--- src/rtl/plt_pkg.sv ---
`timescale 1ns / 1ps
// shared constants, codes and types of the ping latency tracker
package plt_pkg;

	localparam int SEQ_W         = 32;
	localparam int TIME_W        = 64;
	localparam int TTL_W         = 36;
	localparam int CNT_W         = 32;
	localparam int EXP_W         = 9;
	localparam int FUNC_W        = 2;
	localparam int STATUS_W      = 3;
	localparam int DEPTH_DEFAULT = 256;

	typedef logic [FUNC_W-1:0]   func_t;
	typedef logic [STATUS_W-1:0] status_t;

	localparam logic [TTL_W-1:0] TTL_RESET = 36'd1000000000;
	localparam logic [EXP_W-1:0] EXP_MAX   = '1;

	// item functions
	localparam func_t FUNC_SEND  = 2'd0;
	localparam func_t FUNC_PONG  = 2'd1;
	localparam func_t FUNC_SWEEP = 2'd2;
	localparam func_t FUNC_STATS = 2'd3;

	// result status codes
	localparam status_t ST_SENT    = 3'd0;
	localparam status_t ST_FULL    = 3'd1;
	localparam status_t ST_MATCH   = 3'd2;
	localparam status_t ST_UNKNOWN = 3'd3;
	localparam status_t ST_DONE    = 3'd4;

	// update events toward the statistics counters
	typedef struct packed {
		logic              sample;
		logic              loss;
		logic              clear;
		logic [TIME_W-1:0] rtt;
	} stat_ev_t;

	// current statistics totals
	typedef struct packed {
		logic [TIME_W-1:0] rtt_sum;
		logic [CNT_W-1:0]  samples;
		logic [CNT_W-1:0]  losses;
	} stat_tot_t;

endpackage

--- src/rtl/plt_stats.sv ---
`timescale 1ns / 1ps
// saturating round-trip sum, sample and loss counters
module plt_stats (
	input  logic               clk,
	input  logic               arst_n,
	input  plt_pkg::stat_ev_t  ev,
	output plt_pkg::stat_tot_t tot
);

	logic [plt_pkg::TIME_W-1:0] rtt_sum_q;
	logic [plt_pkg::CNT_W-1:0]  samples_q;
	logic [plt_pkg::CNT_W-1:0]  losses_q;
	logic [plt_pkg::TIME_W:0]   sum_w;
	logic [plt_pkg::TIME_W-1:0] sum_sat;

	// one carry bit tells overflow
	assign sum_w   = {1'b0, rtt_sum_q} + {1'b0, ev.rtt};
	assign sum_sat = sum_w[plt_pkg::TIME_W] ? '1 : sum_w[plt_pkg::TIME_W-1:0];

	always_ff @(posedge clk or negedge arst_n) begin
		if (!arst_n) begin
			rtt_sum_q <= '0;
			samples_q <= '0;
			losses_q  <= '0;
		end else begin
			if (ev.clear) begin
				rtt_sum_q <= '0;
				samples_q <= '0;
			end else if (ev.sample) begin
				rtt_sum_q <= sum_sat;
				if (samples_q != '1) begin
					samples_q <= samples_q + 1'b1;
				end
			end
			if (ev.loss && losses_q != '1) begin
				losses_q <= losses_q + 1'b1;
			end
		end
	end

	assign tot.rtt_sum = rtt_sum_q;
	assign tot.samples = samples_q;
	assign tot.losses  = losses_q;

endmodule

--- config.mk ---
export PLATFORM = sky130hd
export DESIGN_NAME = plt_stats
export DESIGN_NICKNAME = d
export VERILOG_FILES = /design/src/rtl/plt_pkg.sv /design/src/rtl/plt_stats.sv
export SDC_FILE = /design/constraint.sdc
export NUM_CORES = 1
export LEC_CHECK = 0
export BUFFER_PORTS_ARGS = -buffer_cell sky130_fd_sc_hd__buf_4
export CORE_MARGIN = 2
export CORE_UTILIZATION = 51
export CTS_CLUSTER_SIZE = 12
export DETAILED_ROUTE_END_ITERATION = 10
export GPL_ROUTABILITY_DRIVEN = 0
export PLACE_DENSITY = 0.81
export SETUP_SLACK_MARGIN = 0.2
export SYNTH_ARGS = -nofsm -noshare
export SYNTH_HDL_FRONTEND = slang
export SYNTH_SLANG_ARGS = --single-unit
--- constraint.sdc ---
create_clock -name clk -period 3 [get_ports clk]
set_input_delay 0.75 -clock clk [delete_from_list [all_inputs] [get_ports clk]]
set_output_delay 0.75 -clock clk [all_outputs]
set_load 0.005 [all_outputs]
==> results.yml, run 1 <==
critical_path:
  end_kind: "flop"
  cp.arrival_ps: 3500
  crit_path_start: "ev[0]"
  r2r-start: "rtt_sum_q[0]$_DFFE_PN0P_"
  worstRegToRegCells: 14
  start_kind: "input pin"
  worstSetupPathType: "input pin to flop"
  cp_slowest_cell: "fa_2"
  cp_top_family: "compound AO/OA/AOI/OAI gates"
  worst-path-max-fanout: 6
  path_buf_inv: 3
  crit_chain: "buf_4 > ha_4 > fa_2 > a211oi_2 > o21bai_2 > o211ai_1 > a211oi_2 > o211ai_1 > nand3_1 > a21oi_2 > o21ai_2 > a31oi_4 > buf_6 > clkbuf_16 > a211oi_1"
  cp_num_cells: 15
  cp_data_required_time_ps: 3280
  slowest_delay_ps: 350
run_status:
  violations: "setup timing"
  status: "finished with violations"
logic_synthesis:
  synth.top_cell.area_share_pct: 34.97
  synth_top_flop_cell: "dfrtp_1"
  yosys-top-cells-area: "dfrtp_1, ha_1, xnor2_1, a211oi_1, nor2_1"
  synth_top_cell_by_area: "dfrtp_1"
  synth_area_um2: 9159
  ys_ff_latch: 128
  ys_warn_count: 0
  synth_edf_count: 0
  avgSynthCellArea_um2: 8.764
  synth_cells: 1045
  synth_cell_types: 63
  synth_nets: 1181
  ys_seq_area_share_pct: 34.97
  async_reset_ff_share_pct: 100.0
cts:
  cts_tree: "done"
  ctsHtreeMaxLevel: 4
  clk_path_buf_depth: 2
  clk_pin_slew_ps: 60
  cts-hold-fix-buffers: 0
  cts_root_buf: "clkbuf_16"
  clock_latency_ps: 430
  cts_buffers: 17
  clock-sinks: 128
drt:
  via_per_inst: 5.792
  drt_wl_total_mm: 29.55
  first_iter_violations: 764
  via_count: 9614
  drcViolationCount: 0
  wl_per_cell_um: 17.80
  dr.pass1.iters: 7
  final_antenna_net_count: 0
sta:
  fin_hold_ws_ps: 303.2
  tightest_slew_ps: 765.1
  tns_ps: -11670
  rsz0062_at_grt: "yes"
  fin_crit_sh_pct: 107.5
  final.setup.worst_slack_ps: -224.6
  max_freq_ghz: 0.3101
  finalHoldViolCount: 0
  slew_violations: 0
  fin_skew_ps: 11.46
  max_slew_margin_pct: 48.99
  period_needed_ps: 3225
  setup_viol: 64
cells_and_area:
  n_antenna_cell: 0
  nFillCells: 1270
  nets: 1554
  area_growth_pct: 43.31
  final_common_cell: "buf_4"
  drive_gt1_share_pct: 33.61
  final_cell_mix: "buf_4, nor2_1, dfrtp_1"
global_routing:
  antenna_found_initial: 0
  grt_pass1_wl_mm: 46.39
  grt_use_total_pct: 29.20
  grt-ovfl-total: 0
  grt_pass1_vias: 9650
  grt_max_degree: 67
power_and_ir_drop:
  power_density_nw_per_um2: 535.4
  leakage_nw: 6.483
  irDropWorstVdd_uv: 527.7
min_path:
  hold_path.class: "input pin to asynchronous set/reset pin"
floorplan:
  start_util_pct: 51.51
  die_area_um2: 19050
  die_h_um: 138.0
  ios: 197
  die_w_um: 138.0
  coreArea_um2: 17780
  row_count: 49
run:
  maxCapViolCount: 0
place:
  portBuffers: 196
  dp_hpwl_mm: 20.32
[worst reg2reg max path, cell delays in order, from the launching register on]
cell       delay (ps)
dfrtp_1           410
ha_4              190
fa_2              350
a211oi_2          240
o21bai_2          130
o211ai_1          280
a211oi_2          140
o211ai_1          180
nand3_1           160
a21oi_2           210
o21ai_2           100
a31oi_4           240
buf_6             190
clkbuf_16         160
a211oi_1           90
[path summary, 6_finish.rpt]
check / slack (ps) / end
max: -220 / rtt_sum_q[22]$_DFFE_PN0P_
min: 300 / rtt_sum_q[21]$_DFFE_PN0P_
max reg2reg: -210 / rtt_sum_q[22]$_DFFE_PN0P_
min reg2reg: 500 / losses_q[30]$_DFFE_PN0P_
max in group asynchronous: 2000 / rtt_sum_q[59]$_DFFE_PN0P_
min in group clk: 500 / losses_q[30]$_DFFE_PN0P_
[stage by stage]
step | worst slack [ps] | instances | power (mW) | utilization, % | cell area, um2
finish | -224.6 | 1660 | 7.027 | 73.82 | 13130
global route | -347.0 | 1660 | 7.415 | 73.82 | 13130
CTS | -71.81 | 1646 | 6.880 | 72.39 | 12870
detailed placement | -685.8 | 1609 | 4.772 | 68.74 | 12220
global placement | -612.4 | 1609 | 4.718 | 68.74 | 12220
floorplan | -275.0 | 1045 | 3.519 | - | 9259
[area by class of cell]
| class | instances | area [um2] | share of cell area, % |
|---|---|---|---|
| clock inverters | 15 | 140.1 | 1.068 |
| multi-input cells | 840 | 5749 | 43.80 |
| inverters | 32 | 120.1 | 0.9152 |
| repair buffers | 399 | 3197 | 24.36 |
| flip-flops and latches | 128 | 3207 | 24.43 |
| well taps | 229 | 286.5 | 2.183 |
| clock buffers | 17 | 425.4 | 3.241 |
[cells by family after synthesis]
logic type	count (synthesis)	share of synthesized area [%]
xor+xnor	121	11.57
simple gates	354	18.50
fa+ha+maj	67	9.235
flops	128	34.97
buf+inv	77	3.374
compound gates	296	22.12
mux	2	0.2322
[power by group]
part           switching, mW  internal (mW)
logic                   1.43           1.49
registers              0.177           1.89
clock network          0.933           1.10
[cells in the mapped netlist (4+ instances only)]
cell type	instances
a21o_1	41
o21a_1	6
xnor2_1	70
o31ai_1	4
inv_1	32
nand2_1	75
dfrtp_1	128
and2_1	12
or3_1	5
ha_1	66
xor2_1	51
nor2_1	136
o21bai_1	13
nor2b_1	8
or2_2	7
and4_1	8
a31oi_1	9
o211ai_1	8
nor3_1	10
nand2b_1	4
buf_2	10
clkbuf_1	34
o21ai_0	45
nand4_1	28
and3_1	13
nand3_1	30
a211oi_1	69
a21oi_1	69
[state kept, by name, summed over array words and instances, names as in the netlist]
register,cells
samples_q,32
losses_q,32
rtt_sum_q,64
[routing by layer]
metal,vias to the layer above,global-route usage [%],part of all wire [%]
met5,-,0,0
met4,0,11.55,3.6
met3,74,4.607,6.5
met2,386,49.82,49
met1,4636,37.34,41
li1,4518,-,-
[timing repair]
action | CTS | global route
buffers inserted | 4 | 5
endpoints found under the hold margin | 0 | 0
endpoints found under the setup margin | 65 | 74
pin swaps | 10 | 15
gates cloned | 1 | 9
gates resized for setup | 9 | 9
Power figures use the tool's default switching activity.
==> run 2, diff against run 1 <==
TNS_END_PERCENT = 20   (was default)
==> run 2 against run 1 <==
Net effect: fmax shrank 0.29%; power shrank 0.15%; the flow still finishes with violations (setup timing); critical path type unchanged; highest routed layer unchanged; sequential cell count unchanged.
==> results.yml, run 2 (synthesis gave the netlist of run 1 again) <==
critical_path:
  crit_chain: "buf_4 > ha_4 > fa_2 > a211oi_2 > o21bai_2 > o211ai_1 > a211oi_2 > o211ai_1 > nand3_1 > a21oi_2 > o21ai_2 > a31oi_4 > buf_6 > clkbuf_16 > a211oi_1"
  worstRegToRegCells: 14
  cp_num_cells: 15
  cp_data_required_time_ps: 3260
  path_buf_inv: 3
  worst-path-max-fanout: 5
  cp_slowest_cell: "fa_2"
  slowest_delay_ps: 350
  worstSetupPathType: "input pin to flop"
  cp.arrival_ps: 3490
  cp_top_family: "compound AO/OA/AOI/OAI gates"
  reg2reg_slack_ps: -210
  start_kind: "input pin"
  end_kind: "flop"
cts:
  cts-hold-fix-buffers: 0
  clock_latency_ps: 430
  cts_buffers: 17
  cts_tree: "done"
  clock-sinks: 128
  clk_pin_slew_ps: 70
  cts_root_buf: "clkbuf_16"
  ctsHtreeMaxLevel: 4
  clk_path_buf_depth: 2
sta:
  final.setup.worst_slack_ps: -233.8
  slew_violations: 0
  period_needed_ps: 3234
  max_slew_margin_pct: 31.70
  finalHoldViolCount: 0
  fin_hold_ws_ps: 282.2
  max_freq_ghz: 0.3092
  fin_crit_sh_pct: 107.8
  rsz0062_at_grt: "yes"
  tightest_slew_ps: 1024
  setup_viol: 64
  fin_skew_ps: 9.189
floorplan:
  die_w_um: 138.0
  die_area_um2: 19050
  coreArea_um2: 17780
  start_util_pct: 51.51
  ios: 197
  die_h_um: 138.0
  row_count: 49
drt:
  first_iter_violations: 622
  dr.pass1.iters: 5
  via_per_inst: 5.754
  drcViolationCount: 0
  drt_wl_total_mm: 29.57
  final_antenna_net_count: 0
  via_count: 9620
  wl_per_cell_um: 17.68
cells_and_area:
  drive_gt1_share_pct: 33.40
  area_growth_pct: 43.51
  largest_reg_flops: 64
  nFillCells: 1306
  multi_input_area_um2: 5697
  final_common_cell: "buf_4"
  nets: 1566
  final_util_pct: 73.93
  largest_registers: "rtt_sum_q: 64 flops, losses_q: 32 flops, samples_q: 32 flops"
  n_antenna_cell: 0
  final_cell_mix: "buf_4, nor2_1, dfrtp_1"
  regMostFlops: "rtt_sum_q"
  register_area_um2: 3206
min_path:
  hold_path.class: "input pin to asynchronous set/reset pin"
global_routing:
  grt_pass1_vias: 9594
  grt_pass1_wl_mm: 47.39
  antenna_found_initial: 0
  grt-ovfl-total: 0
  grt_max_degree: 93
  grt_use_total_pct: 30.08
run_status:
  violations: "setup timing"
  status: "finished with violations"
power_and_ir_drop:
  irDropWorstVdd_uv: 422.5
  power_density_nw_per_um2: 533.8
  leakage_nw: 6.511
place:
  dp_hpwl_mm: 20.56
  portBuffers: 196
run:
  maxCapViolCount: 0
## run 2: cell count changes in the layout (fill, tap and decap cells not counted), sizes merged
cell	change
buf	+15
clkinv	+1
clkinvlp	+1
inv	-2
clkbuf	-3
## run 2: routing by layer
| layer | routed length [um] | up-vias | global-route usage, % |
|---|---|---|---|
| met5 | 0 | - | 0 |
| li1 | - | 4537 | - |
| met2 | 14370 | 400 | 50.78 |
| met3 | 1920 | 80 | 4.641 |
| met1 | 12350 | 4603 | 38.92 |
| met4 | 923 | 0 | 12.03 |
## run 2: final cells by class
type,instances,area share [%]
clock inverter,15,1.104
multi-input combinational,840,43.34
timing repair buffer,411,24.84
tap,229,2.180
clock buffer,17,3.237
sequential,128,24.39
inverter,32,0.9138
## run 2: final timing paths
| path | startpoint | to |
|---|---|---|
| max | ev[0] | rtt_sum_q[55]$_DFFE_PN0P_ |
| min in group clk | losses_q[26]$_DFFE_PN0P_ | losses_q[26]$_DFFE_PN0P_ |
| min | arst_n | samples_q[26]$_DFFE_PN0P_ |
| max in group asynchronous | arst_n | samples_q[1]$_DFFE_PN0P_ |
| max reg2reg | rtt_sum_q[0]$_DFFE_PN0P_ | rtt_sum_q[55]$_DFFE_PN0P_ |
| min reg2reg | losses_q[26]$_DFFE_PN0P_ | losses_q[26]$_DFFE_PN0P_ |
## run 2: power breakdown
group / switching (mW) / leakage [nW] / total [mW] / internal (mW)
clock network: 0.949 / 0.272 / 2.05 / 1.10
registers: 0.174 / 1.70 / 2.06 / 1.89
logic: 1.41 / 4.54 / 2.90 / 1.49
## run 2: stage by stage
stage	setup slack (ps)	power [mW]	cell area [um2]	TNS [ps]	cells
floorplan	-275.0	3.503	9224	-16610	1045
global placement	-558.5	4.714	12240	-34820	1614
detailed placement	-621.0	4.777	12240	-37440	1614
CTS	-198.7	6.938	13030	-11140	1666
global route	-364.1	7.381	13140	-21800	1672
finish	-233.8	7.016	13140	-13060	1672
## run 2: what timing repair did
action / CTS / global route
hold endpoints to repair: 0 / 0
endpoints found under the setup margin: 64 / 77
gates cloned: 2 / 4
buffers inserted: 18 / 2
pin swaps: 13 / 13
gates resized for setup: 7 / 4
