--- config.mk ---
export PLATFORM = sky130hd
export DESIGN_NAME = plt_ctrl
export DESIGN_NICKNAME = d
export VERILOG_FILES = /design/src/rtl/plt_pkg.sv /design/src/rtl/plt_ctrl.sv
export SDC_FILE = /design/constraint.sdc
export NUM_CORES = 1
export LEC_CHECK = 0
export BUFFER_PORTS_ARGS = -buffer_cell sky130_fd_sc_hd__buf_2
export CAP_MARGIN = 40
export CORE_ASPECT_RATIO = 1.2
export CORE_UTILIZATION = 30
export CTS_CLUSTER_SIZE = 12
export DETAILED_ROUTE_END_ITERATION = 7
export SLEW_MARGIN = 20
export SYNTH_ARGS = -nofsm -noshare
export SYNTH_HDL_FRONTEND = slang
export SYNTH_SLANG_ARGS = --single-unit
--- constraint.sdc ---
create_clock -name clk -period 28.2 [get_ports clk]
set_input_delay 2.82 -clock clk [delete_from_list [all_inputs] [get_ports clk]]
set_output_delay 2.82 -clock clk [all_outputs]
set_load 0.02 [all_outputs]
--- src/rtl/plt_pkg.sv ---
`timescale 1ns / 1ps
// shared constants, codes and types of the ping latency tracker
package plt_pkg;

	localparam int SEQ_W         = 32;
	localparam int TIME_W        = 64;
	localparam int TTL_W         = 36;
	localparam int CNT_W         = 32;
	localparam int EXP_W         = 9;
	localparam int FUNC_W        = 2;
	localparam int STATUS_W      = 3;
	localparam int DEPTH_DEFAULT = 256;

	typedef logic [FUNC_W-1:0]   func_t;
	typedef logic [STATUS_W-1:0] status_t;

	localparam logic [TTL_W-1:0] TTL_RESET = 36'd1000000000;
	localparam logic [EXP_W-1:0] EXP_MAX   = '1;

	// item functions
	localparam func_t FUNC_SEND  = 2'd0;
	localparam func_t FUNC_PONG  = 2'd1;
	localparam func_t FUNC_SWEEP = 2'd2;
	localparam func_t FUNC_STATS = 2'd3;

	// result status codes
	localparam status_t ST_SENT    = 3'd0;
	localparam status_t ST_FULL    = 3'd1;
	localparam status_t ST_MATCH   = 3'd2;
	localparam status_t ST_UNKNOWN = 3'd3;
	localparam status_t ST_DONE    = 3'd4;

	// update events toward the statistics counters
	typedef struct packed {
		logic              sample;
		logic              loss;
		logic              clear;
		logic [TIME_W-1:0] rtt;
	} stat_ev_t;

	// current statistics totals
	typedef struct packed {
		logic [TIME_W-1:0] rtt_sum;
		logic [CNT_W-1:0]  samples;
		logic [CNT_W-1:0]  losses;
	} stat_tot_t;

endpackage

--- src/rtl/plt_ctrl.sv ---
`timescale 1ns / 1ps
// window sequencer: head and tail pointers, stamp memory access, result register
module plt_ctrl #(
	parameter int DEPTH = plt_pkg::DEPTH_DEFAULT
) (
	input  logic                          clk,
	input  logic                          arst_n,
	input  logic [plt_pkg::TTL_W-1:0]     ttl,
	// item input
	input  logic                          in_valid,
	output logic                          in_ready,
	input  plt_pkg::func_t                func,
	input  logic [plt_pkg::TIME_W-1:0]    now_ns,
	input  logic [plt_pkg::SEQ_W-1:0]     pong_seq,
	// result output
	output logic                          out_valid,
	input  logic                          out_ready,
	output plt_pkg::status_t              status,
	output logic [plt_pkg::SEQ_W-1:0]     seq_out,
	output logic [plt_pkg::TIME_W-1:0]    rtt_ns,
	output logic [plt_pkg::EXP_W-1:0]     expired_count,
	output logic [plt_pkg::TIME_W-1:0]    rtt_total,
	output logic [plt_pkg::CNT_W-1:0]     sample_total,
	output logic [plt_pkg::CNT_W-1:0]     loss_total,
	// stamp memory
	output logic                          mem_we,
	output logic [$clog2(DEPTH)-1:0]      mem_waddr,
	output logic [plt_pkg::TIME_W:0]      mem_wdata,
	output logic                          mem_re,
	output logic [$clog2(DEPTH)-1:0]      mem_raddr,
	input  logic [plt_pkg::TIME_W:0]      mem_rdata,
	// statistics
	output plt_pkg::stat_ev_t             stat_ev,
	input  plt_pkg::stat_tot_t            stat_tot
);

	localparam int AW = $clog2(DEPTH);
	localparam int CW = AW + 1;
	localparam int TW = plt_pkg::TIME_W;
	localparam int SW = plt_pkg::SEQ_W;
	localparam logic [CW-1:0] DEPTH_C = CW'(DEPTH);

	localparam logic [2:0] S_IDLE  = 3'd0;
	localparam logic [2:0] S_DISP  = 3'd1;
	localparam logic [2:0] S_PWAIT = 3'd2;
	localparam logic [2:0] S_PUPD  = 3'd3;
	localparam logic [2:0] S_HREAD = 3'd4;
	localparam logic [2:0] S_HEVAL = 3'd5;
	localparam logic [2:0] S_DONE  = 3'd6;

	logic [2:0]    state_q;
	logic [SW-1:0] next_seq_q;
	logic [SW-1:0] oldest_seq_q;
	logic [AW-1:0] oldest_slot_q;
	logic [CW-1:0] count_q;
	logic          out_valid_q;

	// item and work registers
	plt_pkg::func_t  func_q;
	logic [TW-1:0]   now_q;
	logic [SW-1:0]   pseq_q;
	logic [SW-1:0]   off_q;
	logic [AW-1:0]   slot_q;
	logic [TW-1:0]   stamp_q;
	logic [TW-1:0]   rtt_q;

	// pending result
	plt_pkg::status_t          res_status_q;
	logic [SW-1:0]             res_seq_q;
	logic [TW-1:0]             res_rtt_q;
	logic [plt_pkg::EXP_W-1:0] res_exp_q;
	plt_pkg::stat_tot_t        res_tot_q;

	// output register
	plt_pkg::status_t          o_status_q;
	logic [SW-1:0]             o_seq_q;
	logic [TW-1:0]             o_rtt_q;
	logic [plt_pkg::EXP_W-1:0] o_exp_q;
	plt_pkg::stat_tot_t        o_tot_q;

	logic          accept;
	logic          out_load;
	logic          full;
	logic          win_hit;
	logic [AW-1:0] off_slot;
	logic [AW-1:0] tail_slot;
	logic [AW-1:0] head_next;
	logic          rd_valid;
	logic [TW-1:0] rd_stamp;
	logic [TW:0]   diff;
	logic          late;
	logic [TW-1:0] elapsed_w;
	logic          expired;
	logic          drop;
	logic          advance;

	// ring slot of an offset from the head, depth need not be a power of two
	function automatic logic [AW-1:0] slot_of(input logic [AW-1:0] base,
						  input logic [AW-1:0] ofs);
		logic [CW-1:0] s;
		s = {1'b0, base} + {1'b0, ofs};
		if (s >= DEPTH_C) begin
			s = s - DEPTH_C;
		end
		return s[AW-1:0];
	endfunction

	assign accept   = (state_q == S_IDLE) && in_valid;
	assign out_load = (state_q == S_DONE) && (!out_valid_q || out_ready);
	assign in_ready = (state_q == S_IDLE);

	assign full      = (count_q == DEPTH_C);
	assign win_hit   = (off_q < SW'(count_q));
	assign off_slot  = slot_of(oldest_slot_q, off_q[AW-1:0]);
	assign tail_slot = slot_of(oldest_slot_q, count_q[AW-1:0]);
	assign head_next = slot_of(oldest_slot_q, AW'(1));

	// age of the entry just read, clamped at zero when time went backwards
	assign rd_valid  = mem_rdata[TW];
	assign rd_stamp  = mem_rdata[TW-1:0];
	assign diff      = {1'b0, now_q} - {1'b0, rd_stamp};
	assign late      = diff[TW];
	assign elapsed_w = late ? '0 : diff[TW-1:0];
	assign expired   = !late && (diff[TW-1:0] > TW'(ttl));

	// head walk: freed entries always retire, valid ones only when a sweep finds them stale
	assign drop    = (state_q == S_HEVAL) && (func_q == plt_pkg::FUNC_SWEEP)
			 && rd_valid && expired;
	assign advance = (state_q == S_HEVAL) && (!rd_valid || drop);

	// memory port use
	assign mem_we    = ((state_q == S_DISP) && (func_q == plt_pkg::FUNC_SEND) && !full)
			   || (state_q == S_PUPD);
	assign mem_waddr = (state_q == S_PUPD) ? slot_q : tail_slot;
	assign mem_wdata = (state_q == S_PUPD) ? {1'b0, stamp_q} : {1'b1, now_q};
	assign mem_re    = ((state_q == S_DISP) && (func_q == plt_pkg::FUNC_PONG))
			   || (state_q == S_HREAD);
	assign mem_raddr = (state_q == S_HREAD) ? oldest_slot_q : off_slot;

	assign stat_ev.sample = (state_q == S_PUPD);
	assign stat_ev.loss   = drop;
	assign stat_ev.clear  = (state_q == S_DISP) && (func_q == plt_pkg::FUNC_STATS);
	assign stat_ev.rtt    = rtt_q;

	// control state
	always_ff @(posedge clk or negedge arst_n) begin
		if (!arst_n) begin
			state_q       <= S_IDLE;
			next_seq_q    <= '0;
			oldest_seq_q  <= '0;
			oldest_slot_q <= '0;
			count_q       <= '0;
			out_valid_q   <= 1'b0;
		end else begin
			if (out_valid_q && out_ready) begin
				out_valid_q <= 1'b0;
			end
			case (state_q)
				S_IDLE: begin
					if (in_valid) begin
						state_q <= S_DISP;
					end
				end
				S_DISP: begin
					case (func_q)
						plt_pkg::FUNC_SEND: begin
							if (!full) begin
								next_seq_q <= next_seq_q + 1'b1;
								count_q    <= count_q + 1'b1;
							end
							state_q <= S_DONE;
						end
						plt_pkg::FUNC_PONG: begin
							state_q <= win_hit ? S_PWAIT : S_DONE;
						end
						plt_pkg::FUNC_SWEEP: begin
							state_q <= S_HREAD;
						end
						default: begin
							state_q <= S_DONE;
						end
					endcase
				end
				S_PWAIT: begin
					state_q <= rd_valid ? S_PUPD : S_DONE;
				end
				S_PUPD: begin
					state_q <= S_HREAD;
				end
				S_HREAD: begin
					state_q <= (count_q == '0) ? S_DONE : S_HEVAL;
				end
				S_HEVAL: begin
					if (advance) begin
						oldest_seq_q  <= oldest_seq_q + 1'b1;
						oldest_slot_q <= head_next;
						count_q       <= count_q - 1'b1;
						state_q       <= S_HREAD;
					end else begin
						state_q <= S_DONE;
					end
				end
				S_DONE: begin
					if (out_load) begin
						out_valid_q <= 1'b1;
						state_q     <= S_IDLE;
					end
				end
				default: begin
					state_q <= S_IDLE;
				end
			endcase
		end
	end

	// datapath registers
	always_ff @(posedge clk) begin
		if (accept) begin
			func_q <= func;
			now_q  <= now_ns;
			pseq_q <= pong_seq;
			off_q  <= pong_seq - oldest_seq_q;
		end
		case (state_q)
			S_DISP: begin
				res_seq_q <= '0;
				res_rtt_q <= '0;
				res_exp_q <= '0;
				res_tot_q <= '0;
				case (func_q)
					plt_pkg::FUNC_SEND: begin
						if (full) begin
							res_status_q <= plt_pkg::ST_FULL;
						end else begin
							res_status_q <= plt_pkg::ST_SENT;
							res_seq_q    <= next_seq_q;
						end
					end
					plt_pkg::FUNC_PONG: begin
						res_status_q <= plt_pkg::ST_UNKNOWN;
						slot_q       <= off_slot;
					end
					plt_pkg::FUNC_SWEEP: begin
						res_status_q <= plt_pkg::ST_DONE;
					end
					default: begin
						res_status_q <= plt_pkg::ST_DONE;
						res_tot_q    <= stat_tot;
					end
				endcase
			end
			S_PWAIT: begin
				stamp_q <= rd_stamp;
				rtt_q   <= elapsed_w;
			end
			S_PUPD: begin
				res_status_q <= plt_pkg::ST_MATCH;
				res_seq_q    <= pseq_q;
				res_rtt_q    <= rtt_q;
			end
			S_HEVAL: begin
				if (drop && res_exp_q != plt_pkg::EXP_MAX) begin
					res_exp_q <= res_exp_q + 1'b1;
				end
			end
			default: begin
			end
		endcase
		if (out_load) begin
			o_status_q <= res_status_q;
			o_seq_q    <= res_seq_q;
			o_rtt_q    <= res_rtt_q;
			o_exp_q    <= res_exp_q;
			o_tot_q    <= res_tot_q;
		end
	end

	assign out_valid     = out_valid_q;
	assign status        = o_status_q;
	assign seq_out       = o_seq_q;
	assign rtt_ns        = o_rtt_q;
	assign expired_count = o_exp_q;
	assign rtt_total     = o_tot_q.rtt_sum;
	assign sample_total  = o_tot_q.samples;
	assign loss_total    = o_tot_q.losses;

endmodule

==> flow_summary.ini, run 1 <==
[status]
status = complete, no violations

[pwr]
ir_worst_vdd_v = 0.0000661
leakage_uw = 0.0186
power.density_mw_per_mm2 = 93.4

[place]
dpl_cell_area_mm2 = 0.0428
dp_slack_ps = 16420
dpl.hpwl_mm = 84.8
io_buffers = 718
place.gp.congestion = 0.889

[timing]
maxSlewHeadroom_pct = 36.1
hold_viol = 0
layout_setup_ws_ps = 16490
tns_ps = 0
final.min_clock_period_ps = 11710
grt_setup_unrepaired = no
slew_violations = 0
fmax_mhz = 85.4
fin_crit_sh_pct = 41.5
worstMarginPinSlew_ps = 959
fin_skew_ps = 24.9
finalSetupViolations = 0

[grt]
grt-ovfl-total = 0
grt_pass1_wl_mm = 160
grt_antenna_before_repair = 20
grt_max_degree = 165
grt_pass1_vias = 25200
track_usage_pct = 17.3

[setup_path]
required_ps = 25380
r2r_cells = 28
cp_top_family = compound AO/OA/AOI/OAI gates
crit_path_top_delay_cell = a2111oi_0
cp.depth = 26
cp-start-kind = primary input
cp_num_buf_inv = 5
cp-end-kind = output pin
path_max_fanout = 5
max_stage_delay_ps = 600
crit_type = in -> out
arrival_ps = 8890

[drt]
dr.first_iter.drc_count = 1697
drt-pass1-iter-count = 5
wl_mm = 111
route.detailed.drc = 0
detail_route.wl_per_cell_um = 20.8
vias = 25300
viasPerCell = 4.74
final_antenna_net_count = 0

[cells_and_area]
synthToLayoutAreaGrowth_pct = 22.5
drive_above_1_share_pct = 24.5
fill_cells = 12000
multi_input_area_mm2 = 0.0119
regArea_mm2 = 0.0243
final_area_mm2 = 0.0456
fin_nets = 4145

[hold_path]
hold_depth = 0
hold_path_class = reg -> reg

[floorplan]
die_y_um = 388
die_w_um = 324
dieArea_mm2 = 0.126
start_util_pct = 30.2
rows = 141
pin_count = 719
coreArea_mm2 = 0.123

[logic_synthesis]
synth_edf_count = 738
synth_top_cell_by_area = edfxtp_1
yosysTopAreaCellShare_pct = 59.5
async_flop_share_pct = 10.3
avgSynthCellArea_um2 = 12.8
syn_nets = 3410
ys.flop_type = edfxtp_1
synth.distinct_cells = 78
synth.ff_latch_count = 823
yosysWarnings = 0
yosysSeqAreaShare_pct = 65.2
netlist_instances = 2905
yosys-top-cells-area = edfxtp_1 (60%), dfrtp_1 (5.7%), ha_1 (5.7%)
synth_area_mm2 = 0.0372

[cts]
cts_resized = 0
max-clock-path-buffers = 3
htreeDepth = 3
hold_buffers = 0
cts_sinks = 823
post_cts_buffers = 0
numCtsBuffers = 88
cts_tree = built
cts_root_buf = clkbuf_16
path_clk_slew_ps = 60
clk_latency_ps = 690

[job]
maxCapViolCount = 0
flip-flops by register name (all words and copies together) (netlist names), 9 cells and up:
signal	cells
res_tot_q	128
count_q	9
sample_total	32
stamp_q	64
now_q	64
rtt_ns	64
oldest_seq_q	32
expired_count	9
rtt_q	64
seq_out	32
off_q	32
loss_total	32
rtt_total	64
res_exp_q	9
pseq_q	32
res_seq_q	32
res_rtt_q	64
next_seq_q	32
per-stage QoR:
step	util, %	total power (uW)	instances	hold WS, ps
global route	37.0	4480	5345	419
CTS	36.9	4310	5338	416
finish	37.0	4260	5345	408
global placement	34.7	3160	5181	400
detailed placement	34.8	3190	5189	405
floorplan	-	2720	2905	400
cell usage in the layout (no fill, tap or decap), types with 10 or more instances in the layout:
cell	synthesis	final
edfxtp_1	738	738
buf_2	3	718
nand2_1	314	313
inv_1	192	191
ha_1	169	168
and2_1	146	145
a21oi_1	141	141
nor2_1	125	125
xnor2_1	122	122
and3_1	93	93
clkbuf_16	0	88
dfrtp_1	85	84
o21ai_0	74	74
nand3_1	53	53
nor3_1	52	52
nor2b_1	54	51
a21o_1	47	47
nand4_1	42	42
xor2_1	41	41
a22o_1	32	32
o21a_1	28	28
o21bai_1	27	27
nor4_1	26	26
clkbuf_1	91	22
or3_1	17	17
buf_4	5	17
o211ai_1	15	15
a211oi_1	13	13
mux2i_1	11	11
clkinv_1	0	11
a31oi_1	11	10
nand2b_1	10	10
mux2_2	10	10
layout make-up:
type                    count  share of cell area, %
flip-flops and latches    823                   53.3
multi-input cells        1786                   26.0
repair buffers            749                   8.74
clock buffers             113                   5.10
well taps                1644                   4.51
inverters                 192                   1.59
clock inverters            36                  0.757
diodes                      2                 0.0110
cell families after synthesis:
kind of cell    Yosys count  share of synthesized area (%)
flops                   823                           65.2
compound gates          455                           8.06
buf+inv                 296                           3.06
mux                      21                          0.598
simple gates            973                           13.3
xor+xnor                163                           3.83
fa+ha+maj               174                           5.95
path summary, 6_finish.rpt:
check                                             from                    endpoint  slack (ps)
max in group asynchronous                       arst_n      state_q[1]$_DFFE_PN0P_       25290
hold / removal             res_tot_q[62]$_SDFFCE_PP0P_  sample_total[30]$_DFFE_PP_         410
hold reg to reg            res_tot_q[62]$_SDFFCE_PP0P_  sample_total[30]$_DFFE_PP_         410
setup reg to reg                    now_q[0]$_DFFE_PP_      count_q[7]$_DFFE_PN0P_       21120
min in group asynchronous                       arst_n  next_seq_q[27]$_DFFE_PN0P_        2070
setup / recovery                          mem_rdata[5]                 stat_ev[65]       16490
report_power, final:
group | internal [uW] | switching (uW)
sequential | 1700 | 129
clock | 619 | 481
combinational | 435 | 895
cell usage after synthesis, types with 13 or more instances:
| cell type | count |
|---|---|
| edfxtp_1 | 738 |
| nand2_1 | 314 |
| inv_1 | 192 |
| ha_1 | 169 |
| and2_1 | 146 |
| a21oi_1 | 141 |
| nor2_1 | 125 |
| xnor2_1 | 122 |
| and3_1 | 93 |
| clkbuf_1 | 91 |
| dfrtp_1 | 85 |
| o21ai_0 | 74 |
| nor2b_1 | 54 |
| nand3_1 | 53 |
| nor3_1 | 52 |
| a21o_1 | 47 |
| nand4_1 | 42 |
| xor2_1 | 41 |
| a22o_1 | 32 |
| o21a_1 | 28 |
| o21bai_1 | 27 |
| nor4_1 | 26 |
| or3_1 | 17 |
| o211ai_1 | 15 |
| a211oi_1 | 13 |
per-layer routing:
metal	global-route usage [%]	share of wire [%]	routed length, um
met3	4.39	7.7	8580
met2	30.5	50	55800
met4	6.26	2.9	3180
met1	20.0	39	43600
met5	0	0.18	199
No activity file was read; power rests on OpenSTA's default activity.
==> run 2: changes to the inputs <==
clock period = 10.5 ns   (was 28.2 ns; I/O delays follow)
==> run 2 against run 1 <==
Sequential share of layout area is 0.14 points lower. First-iteration DRC count is 4.8% lower. Wire length hardly changed. Total power grew to 2.7 times the previous value. Clock skew is 6.1 ps higher. Utilization is 0.097 points higher. Final cell count is 0.24% higher. Sequential power grew to 2.7 times the previous value. Critical endpoint unchanged.
==> flow_summary.ini, run 2 (same netlist as run 1, synthesis figures left out) <==
[status]
status = complete, no violations

[drt]
route.detailed.drc = 0
drt-pass1-iter-count = 5
viasPerCell = 4.74
detail_route.wl_per_cell_um = 20.8
dr.first_iter.drc_count = 1616
final_antenna_net_count = 0
vias = 25400
wl_mm = 111

[cells_and_area]
mostFrequentLayoutCell = edfxtp_1
regMostFlops = res_tot_q
synthToLayoutAreaGrowth_pct = 22.8
final_area_mm2 = 0.0457
final_cell_mix = edfxtp_1 (738), buf_2 (717), nand2_1 (313), inv_1 (191), ha_1 (168)
stdcell_count = 5358
drive_above_1_share_pct = 24.3
largest_reg_flops = 128
fin_nets = 4144
fill_cells = 12000

[place]
dpl_cell_area_mm2 = 0.0429
dp_slack_ps = 2510
io_buffers = 718
place.gp.congestion = 0.910
dpl.hpwl_mm = 85.0
dp.cells = 5191

[floorplan]
dieArea_mm2 = 0.126
die_y_um = 388
die_w_um = 324
pin_count = 719
start_util_pct = 30.2
rows = 141
coreArea_mm2 = 0.123

[pwr]
p_int_uw = 7490
leakage_uw = 0.0186
p_sw_uw = 4060
p_seq_share_pct = 42.5
p_sw_share_pct = 35.2
clkPwrFrac_pct = 26.5
ir_worst_vdd_v = 0.000206
combPwrFrac_pct = 31.0
power.density_mw_per_mm2 = 253

[timing]
maxSlewHeadroom_pct = 10.2
finalSetupViolations = 0
fin_crit_sh_pct = 76.4
final.min_clock_period_ps = 8030
slew_violations = 0
fin_skew_ps = 31.0
hold_viol = 0
grt_setup_unrepaired = no
layout_setup_ws_ps = 2470
worstMarginPinSlew_ps = 1350
fmax_mhz = 125
tns_ps = 0

[cts]
clk_latency_ps = 700
path_clk_slew_ps = 60
cts_tree = built
cts_resized = 0
max-clock-path-buffers = 3
cts_root_buf = clkbuf_16
post_cts_buffers = 0
htreeDepth = 3
cts_sinks = 823
hold_buffers = 0
numCtsBuffers = 88

[grt]
grt_antenna_before_repair = 29
grt_max_degree = 165
grt_pass1_wl_mm = 159
track_usage_pct = 17.2
grt-ovfl-total = 0
grt_pass1_vias = 24800

[job]
maxCapViolCount = 0

[setup_path]
required_ps = 9450
path_max_fanout = 6
cp-end-kind = output pin
arrival_ps = 6980
crit_type = in -> out
cp-start-kind = primary input

[hold_path]
hold_path_class = in -> async
run 2: path summary, 6_finish.rpt:
kind / depth (start not counted) / slack [ps] / from / to
worst max-delay path: 27 / 2470 / mem_rdata[5] / stat_ev[65]
worst min-delay path: 1 / 340 / arst_n / next_seq_q[28]$_DFFE_PN0P_
worst max register to register: 29 / 3510 / now_q[0]$_DFFE_PP_ / count_q[6]$_DFFE_PN0P_
worst min register to register: 0 / 410 / res_tot_q[91]$_SDFFCE_PP0P_ / rtt_total[27]$_DFFE_PP_
max in group asynchronous: 2 / 9040 / arst_n / state_q[1]$_DFFE_PN0P_
min in group clk: 0 / 410 / res_tot_q[91]$_SDFFCE_PP0P_ / rtt_total[27]$_DFFE_PP_
run 2: cell type report:
type                    count  area [um^2]  area share, %
well taps                1644         2060           4.50
clock inverters            32          369          0.807
repair buffers            748         3980           8.70
flip-flops and latches    823        24300           53.1
multi-input cells        1786        11900           26.0
inverters                 192          723           1.58
clock buffers             126         2410           5.27
diodes                      7         17.5         0.0383
run 2: per-layer routing:
layer / GRT usage [%] / vias to the layer above / part of all wire, %
met2: 29.9 / 862 / 50
met1: 19.7 / 12300 / 39
li1: - / 12000 / -
met5: 0 / - / 0.27
met3: 5.04 / 190 / 7.7
met4: 6.44 / 44 / 3.3
run 2: per-stage QoR:
| stage | hold slack [ps] | total power [uW] | util, % |
|---|---|---|---|
| finish | 340 | 11600 | 37.1 |
| global route | 335 | 12100 | 37.1 |
| CTS | 290 | 11700 | 37.1 |
| detailed placement | 405 | 8570 | 34.8 |
| global placement | 400 | 8490 | 34.7 |
| floorplan | 400 | 7250 | - |
run 2: power by group through the flow:
stage	sequential [uW]	clock [uW]	combinational (uW)
2_1_floorplan	5220	0	2030
3_3_place_gp	4960	0	3530
3_5_place_dp	4980	0	3590
4_1_cts	4910	3150	3600
5_1_grt	4970	3250	3910
6_report	4910	3060	3590
run 2: worst max-delay path, stage by stage:
cell and delay (ps):
buf_2 130, inv_1 50, ha_1 360, a2111oi_0 610
o21ai_0 260, nand2_1 200, o31ai_1 100, buf_4 170
a21oi_1 440, o21ai_0 240, a21boi_0 290, xnor2_1 180
ha_1 280, a21o_1 160, a21oi_1 190, nor2b_1 140
o21ai_0 80, o21a_1 230, a211oi_1 180, nand4b_1 150
nand4bb_1 240, nor4_2 330, a21oi_1 140, buf_4 190
and2_1 170, and3_1 190, buf_2 170
==> run 3: changes to the inputs <==
ABC_AREA = 1   (was unset)
clock period = 7.5 ns   (was 10.5 ns; I/O delays follow)
==> run 3 against run 2 <==
Sequential cell count unchanged. Die area increased by 6.5%. Global-route usage increased by 1.4 points. Utilization about the same. Synthesized area grew 6.5%. Largest power group unchanged. Critical path depth decreased by 1. Sequential share of layout area fell by 3.0 points.
==> flow_summary.ini, run 3 <==
[cells_and_area]
stdcell_count = 6522
regMostFlops = res_tot_q
largest_reg_flops = 128
fin_nets = 5263
synthToLayoutAreaGrowth_pct = 22.3
drive_above_1_share_pct = 19.2
final_cell_mix = nand2_1 (1146), edfxtp_1 (738), inv_1 (724), buf_2 (717), nor2_1 (323)
final_area_mm2 = 0.0485
mostFrequentLayoutCell = nand2_1
fill_cells = 13200

[logic_synthesis]
yosysTopAreaCellShare_pct = 55.9
async_flop_share_pct = 10.3
synth_edf_count = 738
syn_nets = 4487
synth_top_cell_by_area = edfxtp_1
avgSynthCellArea_um2 = 9.96
synth.ff_latch_count = 823
netlist_instances = 3982
yosysWarnings = 0
synth_area_mm2 = 0.0397
ys.flop_type = edfxtp_1
synth.distinct_cells = 55
yosysSeqAreaShare_pct = 61.2
synth_common_cells = nand2_1 (1147), edfxtp_1 (738), inv_1 (724)
synth_most_common_cell = nand2_1
yosys-top-cells-area = edfxtp_1 (56%), nand2_1 (11%), inv_1 (6.9%)

[grt]
track_usage_pct = 18.6
grt_antenna_before_repair = 31
grt-ovfl-total = 0
grt_pass1_vias = 28900
grt_pass1_wl_mm = 184
grt_max_degree = 173

[drt]
drt-pass1-iter-count = 8
vias = 29500
final_antenna_net_count = 0
route.detailed.drc = 0
detail_route.wl_per_cell_um = 19.4
viasPerCell = 4.52
wl_mm = 126
dr.first_iter.drc_count = 1889

[setup_path]
crit_start = now_q[2]$_DFFE_PP_
crit_top_cell = nand2_1
cp-end-kind = output pin
r2r_setup_slack_ps = 2150
reg2reg_to = oldest_seq_q[25]$_DFFE_PN0P_
max_stage_delay_ps = 440
rr_startpoint = now_q[2]$_DFFE_PP_
crit_path_top_delay_cell = edfxtp_1
cp-start-kind = flip-flop
r2r_cells = 31
arrival_ps = 5000
path_max_fanout = 6
required_ps = 6750
crit_type = reg -> out

[cts]
numCtsBuffers = 90
clk_latency_ps = 720
cts_sinks = 823
post_cts_buffers = 0
cts_root_buf = clkbuf_16
max-clock-path-buffers = 3
htreeDepth = 3
cts_tree = built
path_clk_slew_ps = 70

[floorplan]
start_util_pct = 30.4
rows = 145
die_w_um = 334
die_y_um = 400
pin_count = 719
dieArea_mm2 = 0.134
coreArea_mm2 = 0.131

[place]
dp.cells = 6349
dpl_cell_area_mm2 = 0.0454
place.gp.congestion = 0.901
dpl.hpwl_mm = 101
io_buffers = 718
dp_slack_ps = 1680

[pwr]
power.density_mw_per_mm2 = 321
p_sw_share_pct = 35.3
clkPwrFrac_pct = 28.3
p_sw_uw = 5500
combPwrFrac_pct = 28.4
ir_worst_vdd_v = 0.000240
p_seq_share_pct = 43.3
p_int_uw = 10100
leakage_uw = 0.0224

[timing]
maxSlewHeadroom_pct = 13.2
fin_skew_ps = 46.7
slew_violations = 0
tns_ps = 0
hold_slack_ps = 201
finalSetupViolations = 0
fin_crit_sh_pct = 76.6
fmax_mhz = 174
final.min_clock_period_ps = 5750
worstMarginPinSlew_ps = 1300
layout_setup_ws_ps = 1750
hold_viol = 0
grt_setup_unrepaired = no

[job]
maxCapViolCount = 0

[hold_path]
hold_depth = 1
hold_path_class = in -> reg
min_from = now_ns[28]
holdPathEnd = now_q[28]$_DFFE_PP_

[status]
status = complete, no violations
## run 3: worst max path at each step
stage	end	cells past startpoint
after global routing	stat_ev[65]	28
final	stat_ev[65]	26
after detailed placement	oldest_seq_q[29]$_DFFE_PN0P_	33
after global placement	res_exp_q[2]$_SDFFCE_PN0P_	24
after CTS	stat_ev[65]	28
after floorplan	expired_count[0]$_DFFE_PP_	5
## run 3: worst max-delay path, delay by kind of cell (launching register included)
kind | cells | cell delay [ps]
xor+xnor | 1 | 410
buf+inv | 5 | 610
fa+ha+maj | 2 | 700
flops | 1 | 440
compound gates | 1 | 270
simple gates | 17 | 1850
## run 3: what timing repair did
item                                   CTS  global route
endpoints found under the hold margin   33             0
resized for setup                        0             0
hold buffers                             1             0
## run 3: area by class of cell
type,instances,area (um^2),area share [%]
sequential,823,24300,50.1
multi-input combinational,2362,12400,25.5
timing repair buffer,747,3990,8.24
inverter,734,2760,5.69
clock buffer,120,2450,5.05
tap,1690,2110,4.36
clock inverter,36,479,0.988
antenna,10,25.0,0.0516
## run 3: cell families (layout without fill, tap and decap cells)
family	count (synthesis)	in the layout	share of synthesized area [%]
buffers and inverters	797	1637	7.67
AOI/OAI and AO/OA	318	318	4.55
adders and majority gates	174	174	5.58
other	0	10	0
DFF	823	823	61.2
xor gates and xnor gates	149	149	3.29
and+or+nand+nor	1721	1721	17.7
## run 3: power by group through the flow
stage | combinational [uW] | clock (uW) | sequential [uW]
after floorplan | 2400 | 0 | 7110
after global placement | 4350 | 0 | 6830
after detailed placement | 4420 | 0 | 6850
after CTS | 4440 | 4550 | 6760
after global routing | 4900 | 4710 | 6820
final | 4430 | 4420 | 6740
## run 3: through the flow
stage / util [%] / power (uW)
final: 37.1 / 15600
after global routing: 37.1 / 16400
after CTS: 37.0 / 15700
after detailed placement: 34.8 / 11300
after global placement: 34.7 / 11200
after floorplan: - / 9510
## run 3: metal layers
layer,wire length (um),vias up,GRT usage (%)
met5,67,-,0
met4,3380,10,6.10
met3,7270,186,3.00
met2,58600,986,30.3
met1,56900,13900,25.0
li1,-,14400,-
